### config.mk
export PLATFORM = sky130hd
export DESIGN_NAME = multi_led_blink_pattern_engine
export DESIGN_NICKNAME = d
export VERILOG_FILES = /design/src/hdl/mlbpe_pkg.sv /design/src/hdl/mlbpe_step_ram.sv /design/src/hdl/multi_led_blink_pattern_engine.sv
export SDC_FILE = /design/constraint.sdc
export NUM_CORES = 2
export LEC_CHECK = 0
export ABC_AREA = 1
export BUFFER_PORTS_ARGS = -buffer_cell sky130_fd_sc_hd__buf_2
export CORE_ASPECT_RATIO = 1.75
export CORE_MARGIN = 5
export CORE_UTILIZATION = 53
export DETAILED_ROUTE_END_ITERATION = 10
export PLACE_DENSITY = 0.71
export SYNTH_ARGS = -nofsm -noshare
export SYNTH_HDL_FRONTEND = slang
export SYNTH_HIERARCHICAL = 1
export SYNTH_SLANG_ARGS = --single-unit
### constraint.sdc
create_clock -name clk -period 7.6 [get_ports clk]
set_input_delay 1.52 -clock clk [delete_from_list [all_inputs] [get_ports clk]]
set_output_delay 1.52 -clock clk [all_outputs]
set_load 0.005 [all_outputs]
### src/hdl/mlbpe_pkg.sv
// shared types and constants for the multi-lamp blink pattern engine
// no dependencies; used by the top level module by scoped names

package mlbpe_pkg;

    // item kinds carried on the input tuser
    typedef enum logic [2:0] {
        ACT_TICK          = 3'd0,
        ACT_ON_FOR        = 3'd1,
        ACT_OFF_FOR       = 3'd2,
        ACT_BLINK         = 3'd3,
        ACT_WORD_LOAD     = 3'd4,
        ACT_PATTERN_START = 3'd5
    } action_t;

    // per-lamp operating mode
    typedef enum logic [2:0] {
        MODE_ON         = 3'd0,
        MODE_OFF        = 3'd1,
        MODE_BLINK_LIT  = 3'd2,
        MODE_BLINK_DARK = 3'd3,
        MODE_PATTERN    = 3'd4
    } mode_t;

    // sequencer states
    typedef enum logic [2:0] {
        ST_IDLE,
        ST_VISIT,
        ST_VISIT_LOAD,
        ST_CMD,
        ST_CMD_LOAD,
        ST_RESULT
    } state_t;

    localparam logic [7:0] FOREVER           = 8'd255;
    localparam logic [7:0] MIN_PATTERN_STEPS = 8'd2;

    // field widths
    localparam int ACTION_W   = 3;
    localparam int LED_W      = 3;
    localparam int DURATION_W = 32;
    localparam int COUNT_W    = 8;
    localparam int LENGTH_W   = 8;
    localparam int INDEX_W    = 4;
    localparam int VALUE_W    = 16;
    localparam int MASK_W     = 5;

    localparam int IN_DATA_W  = 72;
    localparam int OUT_DATA_W = 16;

endpackage

### src/hdl/mlbpe_step_ram.sv
// pattern step store: one write port, one read port with registered read data
// depends on nothing; contents are undefined until written

module mlbpe_step_ram #(
    parameter int DEPTH = 80,
    parameter int AW    = 7,
    parameter int DW    = 16
) (
    input  logic          clk,
    input  logic          wr_en,
    input  logic [AW-1:0] wr_addr,
    input  logic [DW-1:0] wr_data,
    input  logic [AW-1:0] rd_addr,
    output logic [DW-1:0] rd_data
);

    logic [DW-1:0] mem [DEPTH];
    logic [DW-1:0] rd_data_reg;

    always_ff @(posedge clk)
    begin
        if (wr_en)
        begin
            mem[wr_addr] <= wr_data;
        end
    end

    always_ff @(posedge clk)
    begin
        rd_data_reg <= mem[rd_addr];
    end

    assign rd_data = rd_data_reg;

endmodule

### src/hdl/multi_led_blink_pattern_engine.sv
// top level of the multi-lamp blink pattern engine: sequencer, lamp state, result register
// depends on mlbpe_pkg and mlbpe_step_ram
//
//  channel | dir | payload                                         | sideband
//  --------+-----+-------------------------------------------------+-------------------
//  s_*     | in  | led, duration, repeat_count, pattern_length,    | tuser: action
//          |     | entry_index, entry_value                        |
//  m_*     | out | lit_mask, timer_mask                            | none
//
//  a tick visits the lamps one per cycle through one shared countdown/compare unit,
//  except that a lamp whose pattern step expires also waits in ST_VISIT_LOAD for the
//  step store read. a tick ends in ST_RESULT; a command passes through ST_CMD, a pattern
//  start also through ST_CMD_LOAD, before ST_RESULT; an ignored item goes to ST_RESULT.
//  the next transfer can be taken in the cycle the result shows, if m_tready is high.
//  one item at a time: s_tready is low from the transfer until the result is loaded.
//  the result register frees the input side once loaded; a stalled m_tready holds
//  the next input back only until that result is taken.
//  reset clears all lamp state; the step store is not cleared.

module multi_led_blink_pattern_engine #(
    parameter int LEDS        = 5,
    parameter int PATTERN_LEN = 16
) (
    input  logic        clk,
    input  logic        rst_n,
    // input stream
    input  logic        s_tvalid,
    output logic        s_tready,
    // [2:0] led, [34:3] duration, [42:35] repeat_count, [50:43] pattern_length,
    // [54:51] entry_index, [70:55] entry_value, [71] zero
    input  logic [71:0] s_tdata,
    // [2:0] action
    input  logic [2:0]  s_tuser,
    // result stream
    output logic        m_tvalid,
    input  logic        m_tready,
    // [4:0] lit_mask, [9:5] timer_mask, [15:10] zero
    output logic [15:0] m_tdata
);

    localparam int IW    = (LEDS > 1) ? $clog2(LEDS) : 1;
    localparam int PW    = $clog2(PATTERN_LEN);
    localparam int UW    = $clog2(PATTERN_LEN + 1);
    localparam int DEPTH = LEDS * PATTERN_LEN;
    localparam int AW    = $clog2(DEPTH);
    localparam int DW    = mlbpe_pkg::VALUE_W;

    // input field unpacking
    logic [2:0]  in_led;
    logic [31:0] in_duration;
    logic [7:0]  in_count;
    logic [7:0]  in_length;
    logic [3:0]  in_index;
    logic [15:0] in_value;
    mlbpe_pkg::action_t in_action;

    assign in_led      = s_tdata[2:0];
    assign in_duration = s_tdata[34:3];
    assign in_count    = s_tdata[42:35];
    assign in_length   = s_tdata[50:43];
    assign in_index    = s_tdata[54:51];
    assign in_value    = s_tdata[70:55];
    assign in_action   = mlbpe_pkg::action_t'(s_tuser);

    // latched item
    mlbpe_pkg::action_t act_reg;
    logic [31:0] dur_reg;
    logic [7:0]  cnt_reg;
    logic [7:0]  len_reg;
    logic [3:0]  idx_reg;
    logic [15:0] val_reg;

    // sequencer
    mlbpe_pkg::state_t state_reg, state_next;
    logic [IW-1:0] cur_reg, cur_next;

    // per-lamp state
    logic               lit_reg  [LEDS];
    mlbpe_pkg::mode_t   mode_reg [LEDS];
    logic [31:0]        rem_reg  [LEDS];
    logic               pend_reg [LEDS];
    logic [7:0]         rep_reg  [LEDS];
    logic [15:0]        half_reg [LEDS];
    logic [UW-1:0]      used_reg [LEDS];
    logic [PW-1:0]      pos_reg  [LEDS];

    // result register
    logic                        m_valid_reg;
    logic [mlbpe_pkg::MASK_W-1:0] lit_mask_reg;
    logic [mlbpe_pkg::MASK_W-1:0] timer_mask_reg;

    logic s_accept;
    logic cmd_ok;
    logic start_ok;
    logic slot_ok;
    logic last_lamp;
    logic need_load;

    // current lamp view
    logic             cur_lit;
    mlbpe_pkg::mode_t cur_mode;
    logic [31:0]      cur_rem;
    logic             cur_pend;
    logic [7:0]       cur_rep;
    logic [15:0]      cur_half;
    logic [UW-1:0]    cur_used;
    logic [PW-1:0]    cur_pos;

    // lamp update
    logic             lamp_we;
    logic             lit_next;
    mlbpe_pkg::mode_t mode_next;
    logic [31:0]      rem_next;
    logic             pend_next;
    logic [7:0]       rep_next;
    logic [15:0]      half_next;
    logic [UW-1:0]    used_next;
    logic [PW-1:0]    pos_next;
    logic [UW-1:0]    pos_inc;
    logic             pos_wrap;

    // step store port
    logic          wr_en;
    logic [AW-1:0] wr_addr;
    logic [DW-1:0] wr_data;
    logic [AW-1:0] rd_addr;
    logic [DW-1:0] rd_data;
    logic [AW-1:0] base_addr;

    logic [mlbpe_pkg::MASK_W-1:0] lit_vec;
    logic [mlbpe_pkg::MASK_W-1:0] pend_vec;

    assign s_tready = (state_reg == mlbpe_pkg::ST_IDLE) && (!m_valid_reg || m_tready);
    assign s_accept = s_tvalid && s_tready;

    // a command is only worked on for a real lamp and a known action
    assign cmd_ok = (4'(in_led) < 4'(LEDS))
                 && (in_action inside {mlbpe_pkg::ACT_ON_FOR, mlbpe_pkg::ACT_OFF_FOR,
                                       mlbpe_pkg::ACT_BLINK, mlbpe_pkg::ACT_WORD_LOAD,
                                       mlbpe_pkg::ACT_PATTERN_START});

    assign start_ok  = (act_reg == mlbpe_pkg::ACT_PATTERN_START)
                    && (len_reg >= mlbpe_pkg::MIN_PATTERN_STEPS);
    assign slot_ok   = (8'(idx_reg) < 8'(PATTERN_LEN));
    assign last_lamp = (cur_reg == IW'(LEDS - 1));

    assign cur_lit  = lit_reg[cur_reg];
    assign cur_mode = mode_reg[cur_reg];
    assign cur_rem  = rem_reg[cur_reg];
    assign cur_pend = pend_reg[cur_reg];
    assign cur_rep  = rep_reg[cur_reg];
    assign cur_half = half_reg[cur_reg];
    assign cur_used = used_reg[cur_reg];
    assign cur_pos  = pos_reg[cur_reg];

    // shared countdown compare: expiry of a pattern lamp with passes left needs a store read
    assign need_load = cur_pend && (cur_rem <= 32'd1)
                    && (cur_mode == mlbpe_pkg::MODE_PATTERN) && (cur_rep != 8'd0);

    assign base_addr = AW'(cur_reg) * AW'(PATTERN_LEN);
    assign pos_inc   = UW'(cur_pos) + UW'(1);
    assign pos_wrap  = (pos_inc >= cur_used);

    // next state
    always_comb
    begin
        state_next = state_reg;
        unique case (state_reg)
            mlbpe_pkg::ST_IDLE:
            begin
                if (s_accept)
                begin
                    if (in_action == mlbpe_pkg::ACT_TICK)
                    begin
                        state_next = mlbpe_pkg::ST_VISIT;
                    end
                    else if (cmd_ok)
                    begin
                        state_next = mlbpe_pkg::ST_CMD;
                    end
                    else
                    begin
                        state_next = mlbpe_pkg::ST_RESULT;
                    end
                end
            end
            mlbpe_pkg::ST_VISIT:
            begin
                if (need_load)
                begin
                    state_next = mlbpe_pkg::ST_VISIT_LOAD;
                end
                else if (last_lamp)
                begin
                    state_next = mlbpe_pkg::ST_RESULT;
                end
            end
            mlbpe_pkg::ST_VISIT_LOAD:
            begin
                state_next = last_lamp ? mlbpe_pkg::ST_RESULT : mlbpe_pkg::ST_VISIT;
            end
            mlbpe_pkg::ST_CMD:
            begin
                state_next = start_ok ? mlbpe_pkg::ST_CMD_LOAD : mlbpe_pkg::ST_RESULT;
            end
            mlbpe_pkg::ST_CMD_LOAD:
            begin
                state_next = mlbpe_pkg::ST_RESULT;
            end
            mlbpe_pkg::ST_RESULT:
            begin
                state_next = mlbpe_pkg::ST_IDLE;
            end
            default:
            begin
                state_next = mlbpe_pkg::ST_IDLE;
            end
        endcase
    end

    // lamp index walk
    always_comb
    begin
        cur_next = cur_reg;
        unique case (state_reg)
            mlbpe_pkg::ST_IDLE:
            begin
                if (s_accept)
                begin
                    cur_next = (in_action == mlbpe_pkg::ACT_TICK) ? '0 : IW'(in_led);
                end
            end
            mlbpe_pkg::ST_VISIT:
            begin
                if (!need_load && !last_lamp)
                begin
                    cur_next = cur_reg + IW'(1);
                end
            end
            mlbpe_pkg::ST_VISIT_LOAD:
            begin
                if (!last_lamp)
                begin
                    cur_next = cur_reg + IW'(1);
                end
            end
            default:
            begin
                cur_next = cur_reg;
            end
        endcase
    end

    // lamp update and store access for the lamp under the sequencer
    always_comb
    begin
        lamp_we   = 1'b0;
        lit_next  = cur_lit;
        mode_next = cur_mode;
        rem_next  = cur_rem;
        pend_next = cur_pend;
        rep_next  = cur_rep;
        half_next = cur_half;
        used_next = cur_used;
        pos_next  = cur_pos;
        rd_addr   = base_addr + AW'(cur_pos);
        wr_en     = 1'b0;
        wr_addr   = base_addr + AW'(idx_reg);
        wr_data   = val_reg;
        unique case (state_reg)
            mlbpe_pkg::ST_VISIT:
            begin
                if (cur_pend)
                begin
                    lamp_we = 1'b1;
                    if (cur_rem > 32'd1)
                    begin
                        rem_next = cur_rem - 32'd1;
                    end
                    else
                    begin
                        rem_next = '0;
                        case (cur_mode)
                            mlbpe_pkg::MODE_ON:
                            begin
                                lit_next  = 1'b0;
                                pend_next = 1'b0;
                            end
                            mlbpe_pkg::MODE_OFF:
                            begin
                                lit_next  = 1'b1;
                                pend_next = 1'b0;
                            end
                            mlbpe_pkg::MODE_BLINK_LIT:
                            begin
                                lit_next = 1'b0;
                                // count of zero or all ones keeps blinking
                                if ((cur_rep == 8'd0) || (cur_rep == mlbpe_pkg::FOREVER))
                                begin
                                    mode_next = mlbpe_pkg::MODE_BLINK_DARK;
                                    rem_next  = 32'(cur_half);
                                end
                                else
                                begin
                                    rep_next = cur_rep - 8'd1;
                                    if (cur_rep != 8'd1)
                                    begin
                                        mode_next = mlbpe_pkg::MODE_BLINK_DARK;
                                        rem_next  = 32'(cur_half);
                                    end
                                    else
                                    begin
                                        mode_next = mlbpe_pkg::MODE_OFF;
                                        pend_next = 1'b0;
                                    end
                                end
                            end
                            mlbpe_pkg::MODE_BLINK_DARK:
                            begin
                                lit_next  = 1'b1;
                                mode_next = mlbpe_pkg::MODE_BLINK_LIT;
                                rem_next  = 32'(cur_half);
                            end
                            mlbpe_pkg::MODE_PATTERN:
                            begin
                                // passes left: step reload follows after the store read
                                if (cur_rep == 8'd0)
                                begin
                                    lit_next  = 1'b0;
                                    mode_next = mlbpe_pkg::MODE_OFF;
                                    pend_next = 1'b0;
                                end
                            end
                            default:
                            begin
                                pend_next = 1'b0;
                            end
                        endcase
                    end
                end
            end
            mlbpe_pkg::ST_VISIT_LOAD:
            begin
                // even steps lit, odd steps dark
                lamp_we   = 1'b1;
                lit_next  = ~cur_pos[0];
                rem_next  = 32'(rd_data);
                pend_next = 1'b1;
                if (pos_wrap)
                begin
                    pos_next = '0;
                    if (cur_rep != mlbpe_pkg::FOREVER)
                    begin
                        rep_next = cur_rep - 8'd1;
                    end
                end
                else
                begin
                    pos_next = PW'(pos_inc);
                end
            end
            mlbpe_pkg::ST_CMD:
            begin
                case (act_reg)
                    mlbpe_pkg::ACT_ON_FOR, mlbpe_pkg::ACT_OFF_FOR:
                    begin
                        lamp_we   = 1'b1;
                        lit_next  = (act_reg == mlbpe_pkg::ACT_ON_FOR);
                        mode_next = (act_reg == mlbpe_pkg::ACT_ON_FOR) ?
                                    mlbpe_pkg::MODE_ON : mlbpe_pkg::MODE_OFF;
                        rem_next  = dur_reg;
                        pend_next = (dur_reg != 32'd0);
                    end
                    mlbpe_pkg::ACT_BLINK:
                    begin
                        lamp_we   = 1'b1;
                        half_next = dur_reg[15:0];
                        lit_next  = 1'b0;
                        mode_next = mlbpe_pkg::MODE_BLINK_DARK;
                        rem_next  = 32'(dur_reg[15:0]);
                        pend_next = 1'b1;
                        rep_next  = cnt_reg;
                    end
                    mlbpe_pkg::ACT_WORD_LOAD:
                    begin
                        wr_en = slot_ok;
                    end
                    mlbpe_pkg::ACT_PATTERN_START:
                    begin
                        rd_addr = base_addr;
                        if (start_ok)
                        begin
                            lamp_we   = 1'b1;
                            lit_next  = 1'b1;
                            mode_next = mlbpe_pkg::MODE_PATTERN;
                            used_next = (len_reg > 8'(PATTERN_LEN)) ?
                                        UW'(PATTERN_LEN) : UW'(len_reg);
                            rep_next  = cnt_reg;
                            pos_next  = PW'(1);
                        end
                    end
                    default:
                    begin
                        lamp_we = 1'b0;
                    end
                endcase
            end
            mlbpe_pkg::ST_CMD_LOAD:
            begin
                // arm with the first pattern step
                lamp_we   = 1'b1;
                rem_next  = 32'(rd_data);
                pend_next = 1'b1;
            end
            default:
            begin
                lamp_we = 1'b0;
            end
        endcase
    end

    // result masks: lamps beyond the fifth are not reported
    always_comb
    begin
        lit_vec  = '0;
        pend_vec = '0;
        for (int k = 0; k < mlbpe_pkg::MASK_W; k++)
        begin
            if (k < LEDS)
            begin
                lit_vec[k]  = lit_reg[k];
                pend_vec[k] = pend_reg[k];
            end
        end
    end

    always_ff @(posedge clk or negedge rst_n)
    begin
        if (!rst_n)
        begin
            state_reg <= mlbpe_pkg::ST_IDLE;
            cur_reg   <= '0;
        end
        else
        begin
            state_reg <= state_next;
            cur_reg   <= cur_next;
        end
    end

    // item latch
    always_ff @(posedge clk)
    begin
        if (s_accept)
        begin
            act_reg <= in_action;
            dur_reg <= in_duration;
            cnt_reg <= in_count;
            len_reg <= in_length;
            idx_reg <= in_index;
            val_reg <= in_value;
        end
    end

    always_ff @(posedge clk or negedge rst_n)
    begin
        if (!rst_n)
        begin
            for (int k = 0; k < LEDS; k++)
            begin
                lit_reg[k]  <= 1'b0;
                mode_reg[k] <= mlbpe_pkg::MODE_OFF;
                rem_reg[k]  <= '0;
                pend_reg[k] <= 1'b0;
                rep_reg[k]  <= '0;
                half_reg[k] <= '0;
                used_reg[k] <= '0;
                pos_reg[k]  <= '0;
            end
        end
        else if (lamp_we)
        begin
            lit_reg[cur_reg]  <= lit_next;
            mode_reg[cur_reg] <= mode_next;
            rem_reg[cur_reg]  <= rem_next;
            pend_reg[cur_reg] <= pend_next;
            rep_reg[cur_reg]  <= rep_next;
            half_reg[cur_reg] <= half_next;
            used_reg[cur_reg] <= used_next;
            pos_reg[cur_reg]  <= pos_next;
        end
    end

    // result register
    always_ff @(posedge clk or negedge rst_n)
    begin
        if (!rst_n)
        begin
            m_valid_reg <= 1'b0;
        end
        else if (state_reg == mlbpe_pkg::ST_RESULT)
        begin
            m_valid_reg <= 1'b1;
        end
        else if (m_tready)
        begin
            m_valid_reg <= 1'b0;
        end
    end

    always_ff @(posedge clk)
    begin
        if (state_reg == mlbpe_pkg::ST_RESULT)
        begin
            lit_mask_reg   <= lit_vec;
            timer_mask_reg <= pend_vec;
        end
    end

    assign m_tvalid = m_valid_reg;
    assign m_tdata  = {6'd0, timer_mask_reg, lit_mask_reg};

    mlbpe_step_ram #(
        .DEPTH (DEPTH),
        .AW    (AW),
        .DW    (DW)
    ) u_step_ram (
        .clk     (clk),
        .wr_en   (wr_en),
        .wr_addr (wr_addr),
        .wr_data (wr_data),
        .rd_addr (rd_addr),
        .rd_data (rd_data)
    );

endmodule

==> results.cfg <==
[synth]
netlist_top_cells_count = 2660 x nand2_1, 1361 x edfxtp_1, 1107 x nand3_1
synth_edf_count = 1361
synth_cell_type_count = 53
netlist_instances = 7258
ys_ff_latch = 1734
ys_seq_area_share_pct = 67.2
syn-cell-area_mm2 = 0.0746
async_reset_ff_share_pct = 20.6
synth.avg_cell_area_um2 = 10.3
synth_warnings = 6
yosysMostFrequentCell = nand2_1
synth_area_leaders = edfxtp_1 55%, nand2_1 13%, dfrtp_1 12%
synth_largest_area_cell = edfxtp_1
ys.flop_type = edfxtp_1
netlist.area_leader.share_pct = 54.8

[grt]
grtUsageTotal_pct = 27.9
antenna_found_initial = 2
use_met3_pct = 3.44
gr-total-overflow = 0
grt_pass1_wl_um = 318000
grt-busiest-layer = met2
grt_max_degree = 174
gr-usage-met2_pct = 48.4
grt_pass1_vias = 54300
use_met1_pct = 31.7

[worst_setup_path]
worstPathMaxFanout = 101
path_class = register to register
required_ns = 8.25
crit_arrival_ns = 6.22
critPathMaxStageDelay_ns = 0.89
critPathLaunchType = register
slowest_stage = nor2_4
reg2regPathDepth = 20
critPathTopFamily = simple AND/OR/NAND/NOR gates
rrSetupSlack_ns = 2.02
path_buf_inv = 4
rr_endpoint = u_step_ram/rd_data[3]$_DFF_P_
end_kind = register
path_cells = buf_4 -> nor2_4 -> nand2_2 -> inv_2 -> nand2_1 -> nand3_1 -> nor2_1 -> nor2_4 -> inv_16 -> buf_4 -> nand2_1 -> nand3_1 -> nand3_1 -> nand3_1 -> nand2_1 -> nand2_1 -> nand3_1 -> nand2_1 -> nand2_1 -> nand2_1
reg2reg_from = cur_reg[2]$_DFFE_PN0P_
path_common_cell = nand2_1

[sta]
relSlewSlack_pct = 17.2
min_period_ns = 5.58
finalSetupViolCount = 0
fin_crit_sh_pct = 73.4
tightestPinTransition_ns = 1.24
fmax_mhz = 179
fin_ws_ns = 2.02
slew_violations = 0
fin_worst_skew_ns = 0.0448
rsz0062_at_grt = false
setup_tns_ns = 0
hold_violations = 0

[clock_tree]
clkSinkCount = 1734
clock_latency_ns = 0.81
cts_resized = 0
ctsHoldBuffers = 0
cts_tree = built
cts_root_buf = clkbuf_16
htreeDepth = 4
cts_buffers = 152
clkSlewWorstSetupHoldPaths_ns = 0.07
clk_path_buf_depth = 3
post_cts.repair.setup_buffers = 0

[finish]
regArea_mm2 = 0.0501
largest_register_ff_count = 1280
area_growth_pct = 9.92
fin_nets = 7348
final_area_mm2 = 0.0820
finalNonFillerCells = 9222
drive_above_1_share_pct = 8.41
multi_input_area_mm2 = 0.0217
nFillCells = 11300
fin_util_pct = 58.5

[route]
vias = 54500
ant_nets = 0
dr.pass1.iters = 8
drc = 0
wire_per_inst_um = 22.9
drt-vias-per-instance = 5.91
drtIter0Drc = 5502
wl_um = 211000

[floorplanning]
row_count = 182
initial_core_util_pct = 53.2
core_mm2 = 0.140
io_pins = 97
die_h_um = 506
die-area_mm2 = 0.149
die_x_um = 294

[placement]
place_congestion = 0.926
placed_area_mm2 = 0.0769
port_buffers = 89
dp_hpwl_um = 123000
dp_cells = 8942
pre_cts_slack_ns = 2.17

[min_path]
whs_endpoint = timer_mask_reg[4]$_DFFE_PP_
min_path_cells = 0
min_path_type = register to register
min-delay-start = pend_reg[0]$_DFFE_PN0P_

[flow_run]
max-cap-violations = 0

[pwr]
irDropWorstVdd_v = 0.000231
leakage_nw = 32.6
p_per_area_mw_per_mm2 = 295

[run_status]
status = finished, final reports clean
worst max-delay path by stage:
stage	depth (start not counted)	endpoint	slack [ns]	startpoint
floorplan	7	cur_reg[1]$_DFFE_PN0P_	2.36	m_tready
global placement	20	u_step_ram/rd_data[3]$_DFF_P_	2.19	cur_reg[2]$_DFFE_PN0P_
detailed placement	20	u_step_ram/rd_data[3]$_DFF_P_	2.17	cur_reg[2]$_DFFE_PN0P_
CTS	20	u_step_ram/rd_data[3]$_DFF_P_	2.15	cur_reg[2]$_DFFE_PN0P_
global route	20	u_step_ram/rd_data[15]$_DFF_P_	1.88	cur_reg[2]$_DFFE_PN0P_
finish	20	u_step_ram/rd_data[3]$_DFF_P_	2.02	cur_reg[2]$_DFFE_PN0P_
report_power, final:
| group | switching (mW) | leakage [nW] | internal [mW] |
|---|---|---|---|
| clock | 3.52 | 2.49 | 4.34 |
| sequential | 0.296 | 17.3 | 10.9 |
| combinational | 3.94 | 12.8 | 1.20 |
cell type report:
| type | instances | share of cell area, % |
|---|---|---|
| Sequential cell | 1734 | 61.1 |
| Multi-Input combinational cell | 4887 | 26.4 |
| Clock buffer | 192 | 4.99 |
| Tap cell | 1840 | 2.81 |
| Timing Repair Buffer | 265 | 2.38 |
| Clock inverter | 87 | 1.22 |
| Inverter | 216 | 1.03 |
| Antenna cell | 1 | 0.00305 |
per-stage QoR:
step / hold WS (ns) / total power [mW]
CTS: 0.455 / 24.2
floorplan: 0.425 / 14.7
global route: 0.475 / 25.2
detailed placement: 0.440 / 16.4
finish: 0.462 / 24.2
global placement: 0.439 / 16.3
logic make-up after synthesis:
family	Yosys count	share of synthesized area, %
buffers and inverters	642	3.90
AO/OA/AOI/OAI	546	4.20
AND/OR/NAND/NOR	4308	24.3
flip-flops	1734	67.2
XOR/XNOR	14	0.164
adder cells (fa/ha/maj)	13	0.218
other	1	0.00503
layout by cell type, fill, tap and decap left out, drive strengths merged, types with 21 or more instances in the layout:
master,count
nor2,417
nand2,2667
inv,215
o211ai,22
o21ai,296
o221ai,35
nand4,49
clkbuf,192
nand3,1140
o22ai,46
clkinv,69
buf,265
edfxtp,1361
dfrtp,352
a21oi,94
nor3,23
a221oi,21
a31oi,23
per-layer routing:
layer	wire (um)	part of all wire, %	up-vias
met5	0	0	-
met4	18300	8.6	0
met3	15200	7.2	712
met2	106000	50	2636
met1	71500	34	26400
li1	-	-	24800
No activity file was read; power rests on OpenSTA's default activity.
